## config.mk

```make
export PLATFORM = sky130hd
export DESIGN_NAME = hjs_cordic
export DESIGN_NICKNAME = d
export VERILOG_FILES = /design/src/rtl/hjs_pkg.sv /design/src/rtl/hjs_cordic.sv
export SDC_FILE = /design/constraint.sdc
export NUM_CORES = 2
export LEC_CHECK = 0
export BUFFER_PORTS_ARGS = -buffer_cell sky130_fd_sc_hd__buf_2
export CAP_MARGIN = 10
export CORE_UTILIZATION = 45
export DETAILED_ROUTE_END_ITERATION = 10
export PLACE_DENSITY = 0.63
export SLEW_MARGIN = 0
export SYNTH_ARGS = -nofsm -noshare
export SYNTH_HDL_FRONTEND = slang
export SYNTH_SLANG_ARGS = --single-unit
```

## constraint.sdc

```tcl
create_clock -name clk_i -period 8.5 [get_ports clk_i]
set_clock_uncertainty 0.1 [all_clocks]
set_input_delay 0.85 -clock clk_i [delete_from_list [all_inputs] [get_ports clk_i]]
set_output_delay 0.85 -clock clk_i [all_outputs]
set_load 0.02 [all_outputs]
```

## src/rtl/hjs_pkg.sv

```systemverilog
// Package: widths, constants and CORDIC angle table for the harmonic jitter synthesizer.
package hjs_pkg;

  localparam int unsigned MaxHarmonicsDefault = 64;
  localparam int unsigned CordicStepsDefault  = 24;

  localparam int unsigned SumW = 38;
  localparam int unsigned CfgAddrW = 1;

  localparam logic [31:0] InvTwoPiQ32  = 32'd683565276;
  localparam logic [31:0] HalfPiQ30    = 32'd1686629713;
  localparam logic [31:0] CordicGainQ30 = 32'd652032875;

  localparam logic signed [SumW-1:0] SumMax = {1'b0, {(SumW-1){1'b1}}};
  localparam logic signed [SumW-1:0] SumMin = {1'b1, {(SumW-1){1'b0}}};

  localparam logic [CfgAddrW-1:0] RegHarmonicCount = 1'b0;

  localparam logic ReqWrite = 1'b0;
  localparam logic ReqEval  = 1'b1;

  // atan(2^-i) in Q1.30
  function automatic logic signed [33:0] atan_entry(input logic [4:0] i);
    logic signed [33:0] e;
    begin
      unique case (i)
        5'd0:  e = 34'sd843314857;
        5'd1:  e = 34'sd497837829;
        5'd2:  e = 34'sd263043837;
        5'd3:  e = 34'sd133525159;
        5'd4:  e = 34'sd67021687;
        5'd5:  e = 34'sd33543516;
        5'd6:  e = 34'sd16775851;
        5'd7:  e = 34'sd8388437;
        5'd8:  e = 34'sd4194283;
        5'd9:  e = 34'sd2097149;
        5'd10: e = 34'sd1048576;
        default: e = 34'sd1073741824 >>> i;
      endcase
      return e;
    end
  endfunction

endpackage

```

## src/rtl/hjs_cordic.sv

```systemverilog
// Iterative CORDIC: cosine of a Q0.32 turn angle, one micro-rotation per cycle.
module hjs_cordic
  import hjs_pkg::*;
#(
  parameter int unsigned CordicSteps = CordicStepsDefault
) (
  input  logic               clk_i,
  input  logic               rst_ni,
  input  logic               start_i,
  input  logic [31:0]        angle_i,
  output logic               done_o,
  output logic signed [31:0] cos_o
);

  localparam int unsigned StepW = $clog2(CordicSteps + 1);

  typedef enum logic [3:0] {
    StIdle  = 4'b0001,
    StScale = 4'b0010,
    StRot   = 4'b0100,
    StDone  = 4'b1000
  } cst_e;

  cst_e cst_q, cst_d;
  logic [StepW-1:0] step_q, step_d;
  logic [1:0] quad_q, quad_d;
  logic signed [31:0] res_q, res_d;
  logic signed [63:0] prod_q, prod_d;
  logic signed [33:0] x_q, x_d, y_q, y_d, z_q, z_d;

  logic [31:0] quad_add;
  logic [1:0]  quad;
  logic [31:0] resid;
  logic signed [33:0] dx, dy, ang;
  logic [4:0] sh;

  always_comb begin
    quad_add = angle_i + 32'h2000_0000;
    quad     = quad_add[31:30];
    resid    = angle_i - {quad, 30'd0};
    sh       = 5'(step_q);
    dx       = y_q >>> sh;
    dy       = x_q >>> sh;
    ang      = atan_entry(sh);
  end

  always_comb begin
    cst_d  = cst_q;
    step_d = step_q;
    quad_d = quad_q;
    prod_d = prod_q;
    x_d = x_q; y_d = y_q; z_d = z_q;
    res_d = res_q;
    unique case (cst_q)
      StIdle: begin
        if (start_i) begin
          quad_d = quad;
          prod_d = $signed(resid) * $signed({1'b0, HalfPiQ30});
          cst_d  = StScale;
        end
      end
      StScale: begin
        z_d    = prod_q[63:30];
        x_d    = {2'b00, CordicGainQ30};
        y_d    = '0;
        step_d = '0;
        cst_d  = StRot;
      end
      StRot: begin
        if (!z_q[33]) begin
          x_d = x_q - dx; y_d = y_q + dy; z_d = z_q - ang;
        end else begin
          x_d = x_q + dx; y_d = y_q - dy; z_d = z_q + ang;
        end
        step_d = step_q + 1'b1;
        if (step_q == StepW'(CordicSteps - 1)) begin
          cst_d = StDone;
        end
      end
      StDone: begin
        unique case (quad_q)
          2'd0: res_d = x_q[31:0];
          2'd1: res_d = 32'(-y_q);
          2'd2: res_d = 32'(-x_q);
          default: res_d = y_q[31:0];
        endcase
        cst_d = StIdle;
      end
      default: cst_d = StIdle;
    endcase
  end

  always_ff @(posedge clk_i or negedge rst_ni) begin
    if (!rst_ni) begin
      cst_q  <= StIdle;
      step_q <= '0;
    end else begin
      cst_q  <= cst_d;
      step_q <= step_d;
    end
  end

  always_ff @(posedge clk_i) begin
    quad_q <= quad_d;
    prod_q <= prod_d;
    x_q <= x_d; y_q <= y_d; z_q <= z_d;
    res_q <= res_d;
  end

  // done pulses in the cycle after the quadrant fold, as the folded result reaches cos_o
  logic done_q;
  always_ff @(posedge clk_i or negedge rst_ni) begin
    if (!rst_ni) done_q <= 1'b0;
    else         done_q <= (cst_q == StDone);
  end

  assign done_o = done_q;
  assign cos_o  = res_q;

endmodule

```

==> After elaboration in Yosys (flattened, before gate mapping) <==
Cells that the tools add are included.
W data, S select, Z words.
{ "word_totals": {"register_bits": 210, "output_inout_bits": 33, "elab_cells": 60, "input_bits": 35} }
{ "op_classes": {"n_reduce_logical": 5, "n_mul": 1, "mux": 12, "shift": 3, "eq_ne": 19, "add_sub_neg": 11} }
{ "ops": {"columns": ["operator", "count"], "rows": [
  ["$pmux W34 S11", 1],
  ["$pmux W34 S2", 3],
  ["$add A34 B34 Y34", 3],
  ["$mux W34", 3],
  ["$sub A34 B34 Y34", 3],
  ["$pmux W32 S3", 1],
  ["$sshr A34 B5 Y34", 2],
  ["$mul A32 B32 Y64 const B", 1],
  ["$neg A32 Y32", 2],
  ["$sshr A32 B5 Y34 const A", 1],
  ["$add A32 B30 Y32 const B", 1],
  ["$sub A32 B32 Y32", 1],
  ["$eq A5 B3 Y1 const B", 4],
  ["$eq A5 B4 Y1 const B", 3],
  ["$pmux W4 S3", 1],
  ["$eq A5 B2 Y1 const B", 2],
  ["$pmux W5 S2", 1],
  ["$mux W4", 2],
  ["$add A5 B1 Y5 const B", 1],
  ["$eq A5 B1 Y1 const B", 1],
  ["$eq A5 B5 Y1 const B", 1],
  ["$logic_not A5 Y1", 1],
  ["$eq A4 B1 Y1 const B", 1],
  ["$eq A4 B2 Y1 const B", 1],
  ["8 further kinds", 10]
]} }

==> Longest topological paths before layout <==
{ "depth": {"depth_word": 5, "mapped_depth": 30} }

==> Least setup slack after synthesis <==
OpenSTA, ideal clock, no wires.
{ "synth_timing": {"path_type": "in2reg", "startpoint": "input port angle_i[30]", "endpoint": "register prod_q[58], data pin", "required_ps": 8141, "setup_slack_ps": -46, "cell_stages": 22, "setup_time_ps": 259, "arrival_time_ps": 8187, "cell_sequence": "inv_1 ha_1 xnor2_1 clkinv_1 clkbuf_1 ha_1 fa_1 fa_1 inv_1 ha_1 fa_1 fa_1 fa_1 fa_1 ha_1 and3_1 nand3_1 o31ai_1 a31oi_1 o21ai_0 a41oi_1 xnor2_1"} }
{ "synth_between": {"elab_chain_cells": 3} }
{ "synth_rtl": {"columns": ["element", "line", "source"], "rows": [
  ["start, declared", "hjs_cordic.sv:10", "input logic [31:0] angle_i,"],
  ["$add A32 B30 Y32", "hjs_cordic.sv:38", "quad_add = angle_i + 32'h2000_0000;"],
  ["$sub A32 B32 Y32 *", "hjs_cordic.sv:40", "resid = angle_i - {quad, 30'd0};"],
  ["$mul A32 B32 Y64 *", "hjs_cordic.sv:58", "prod_d = $signed(resid) * $signed({1'b0, HalfPiQ30});"],
  ["end signal, assigned", "hjs_cordic.sv:105", "prod_q <= prod_d;"],
  ["end, declared", "hjs_cordic.sv:28", "logic signed [63:0] prod_q, prod_d;"]
]} }
Every way passes the cells marked *; elsewhere a longest branch is shown, timed or not.
A chain may end at the register's enable or synchronous reset.

==> Worst setup path after layout <==
{ "layout_timing": {"startpoint": "input port angle_i[11]", "endpoint": "register prod_q[58], data pin"} }
The elaborated chain is that of the path after synthesis.

==> results.md <==
- The flow ran to the end, and the final reports show no timing, DRC or antenna violations.
- The pin count of the biggest net entering global routing is 75.
- The placeable core region is 83700 µm².
- The count of flip-flops with a built-in enable after synthesis is 170.
- Summing the sequential cell areas from Yosys gives 14.1% of the chip area.
- Measured along the x axis, the die boundary spans 293 µm.
- The final count of hold timing violations came to 0.
- The post-cts repair resize count is 0.
- The type of the tightest min-delay check is primary input to async pin.
- The first global-routing pass estimated 169000 µm of wire.
- The critical path is of the primary input to flip-flop type.
- Clock tree synthesis selected as its root buffer the cell clkbuf_16.
- The slew at the pin closest to its max-slew limit is 0.987 ns.
- In the final design database the tool counted 5015 nets.
- The cell family contributing the most delay on the critical path is adder cells.
- The simple-gate share of the synthesized area is 10.3%.
- At the worst endpoint, the arrival time is 8.05 ns.
- The peak clock frequency supported by timing is 126 MHz.
- After clock tree synthesis, the clock-pin slew on the worst setup and hold paths is 0.08 ns.
- The total routed wirelength is 106000 µm.
- Once the floorplan was initialized, standard cells occupied 45.4% of the core.
- Counting buffers and inverters, the worst setup path is 28 cells deep.
- Summing the areas of all compound-gate instances in the mapped netlist gives 15.3% of the synthesized area.
- In this run the deepest clock path goes through 2 buffers.
- The number of filler cells placed in the layout is 8059.
- The number of cells on the worst reg-to-reg path is 22.
- Max-cap violations in this run came to 0.
- The residual DRC count is 0.
- The category of the worst setup path launch point is a primary input.
- The register-to-register setup slack is 1.21 ns.
- The source of the critical timing path is angle_i[11].
- The total number of yosys warnings is 0.
- The total nets after synthesis is 5035.
- The quantity of I/O buffers inserted on ports is 67.
- The number of register bits inferred by synthesis is 180.
- After synthesis, the netlist uses 97 different library cells.
- At the later pin of the worst-skew pair, clock insertion delay measures 0.49 ns.
- The buffer count from post-CTS setup fixing is 0.
- After detailed routing, the number of vias per cell comes to 5.66.
- The synthesized cell area is 38000 µm².
- The cell repeated most along the worst path is fa_1.
- The total vias in the final route is 29.7k.
- In this run the critical register-to-register path is launched from sh[1].
- The post-synthesis to final-layout area growth is 5.71%.
- The post-layout minimum cycle time is 7.92 ns.
- The number of nets still failing antenna checks after routing is 0.
- Sorting the synthesized cells by how often they occur yields inv_1 (742), ha_1 (472), fa_1 (413).
- The final clock period utilization by the worst path is 93.2%.
- The largest fanout on the critical path is 11.
- The first detailed-routing pass ran for 7 iterations.
- The via count of the first global-routing pass came to 29.8k.
- The max-slew violation count was 0.
- For the worst setup path, the data required time is 8.63 ns.
- The worst slew slack as a fraction of its limit is 34.2%.
- The congestion estimate from routability-driven global placement came to 0.970.
- TritonCTS built the clock tree.
- After synthesis, the largest area contributor takes up 21.7% of total cell area.
- The remaining global-route overflow is 0.
- The last element of the critical path is prod_q[58].
- During I/O placement, the number of pins put on the boundary was 68.
- The most used flip-flop cell after synthesis is edfxtp_1.
- The cell type with the highest aggregate area in the netlist is fa_1.
- The mean instance size in the synthesized netlist is 9.24 µm².
- In this run, post-CTS hold repair placed 0 buffers.
- On the worst path, the slowest cell contributes a delay of 0.54 ns.
- The count of mapped cells out of synthesis is 4115.
- Counting both buffers and inverters, the worst setup path holds a total of 7.
- The worst register-to-register path ends at x_q[33].
- The number of antenna violations at the first check in global routing was 2.
- The share of flip-flops with an asynchronous set or reset is 5.56%.
- Setup violations remaining at the end of the flow were counted as 0.
- The cell type of the slowest stage on the worst timing path is fa_1.
- The post-synthesis share of cell area spent on full adders, half adders and majority gates is 37.3%.
- The floorplan step defined a die boundary enclosing 85600 µm².
- The detail-routed net length per standard cell is 20.2 µm.
- The fraction of synthesized area in multiplexers is 7.62%.
- After synthesis, the cell types taking the most area are fa_1 (22%), ha_1 (16%), edfxtp_1 (13%).
- The HPWL reported at the end of detailed placement is 86600 µm.
- The synthesized netlist devotes 6.14% of its cell area to XOR and XNOR gates.
- The most numerous cell in the Yosys netlist is inv_1.
- The number of sinks handled by clock tree synthesis is 180.
- The vertical extent of the die is 293 µm.
- Setup repair after global routing left no endpoint under its margin.
- The combined global-route utilization of all metal layers is 25.2%.
- The largest family of logic cells by synthesized area is adder cells.
- Counting the buffers created by CTS gives 17.
- The iteration-0 DRC count of the detailed router is 2519.
- The share of layout cells above drive strength 1 is 8.08%.
- The initialized floorplan defines 106 standard-cell rows.
- The endpoint class of the critical path is a flip-flop.
- The H-tree was split into 4 levels.
- The sum of negative setup slack is 0 ns.
[how the worst min path moves through the flow]
stage,start,endpoint,slack (ns),cells after the start
final,rst_ni,cst_q[1],0.13,1
after global placement,prod_q[49],z_q[19],0.39,2
after CTS,rst_ni,cst_q[1],0.11,1
after global routing,rst_ni,cst_q[1],0.12,1
after detailed placement,prod_q[49],z_q[19],0.40,2
after floorplan,cst_q[3],cst_q[2],0.38,1
[cell type report]
class	instances	area (µm²)	share of cell area, %
antenna	1	2.50	0.00623
clock buffer	17	425	1.06
clock inverter	15	211	0.526
inverter	745	2800	6.97
multi-input combinational	3025	29200	72.6
sequential	180	5370	13.4
tap	1134	1420	3.53
timing repair buffer	126	791	1.97
[cells by family after synthesis]
kind of cell	Yosys count
buf+inv	910
fa+ha+maj	885
compound gates	881
simple gates	816
xor+xnor	265
flops	180
mux	177
other cells	1
[sequential cells by signal (all words and copies together) (netlist names)]
signal and count:
y_q 34, cst_q 4, prod_q 34, x_q 34, sh 5, z_q 34
quad_q 2, cos_o 32, done_o 1
[stage by stage]
step	hold WS, ns	cell area, µm²	utilization, %	setup WS, ns	cells
after global placement	0.392	39500	47.3	0.241	5210
after CTS	0.105	40200	48.0	0.630	5242
final	0.127	40200	48.0	0.581	5243
after floorplan	0.378	38000	-	0.274	4115
after global routing	0.117	40200	48.0	0.298	5243
after detailed placement	0.397	39500	47.3	0.114	5210
[layout by cell type (no fill, tap or decap), drive strengths merged, types with 63 or more instances in the layout]
master,instances
a21o,102
a21oi,244
buf,126
edfxtp,170
fa,413
ha,472
inv,750
mux2i,63
mux4,87
nand2,265
nor2,206
o21ai,162
xnor2,165
xor2,99
[routing by layer]
| layer | GRT usage [%] | part of all wire (%) |
|---|---|---|
| met1 | 34.6 | 45 |
| met2 | 41.5 | 46 |
| met3 | 2.86 | 5.9 |
| met4 | 7.62 | 3.0 |
| met5 | 0 | 0 |
Power is left out: the tool's default activity adds up to more than one toggle a clock period on the data nets, which glitch-free logic cannot reach.
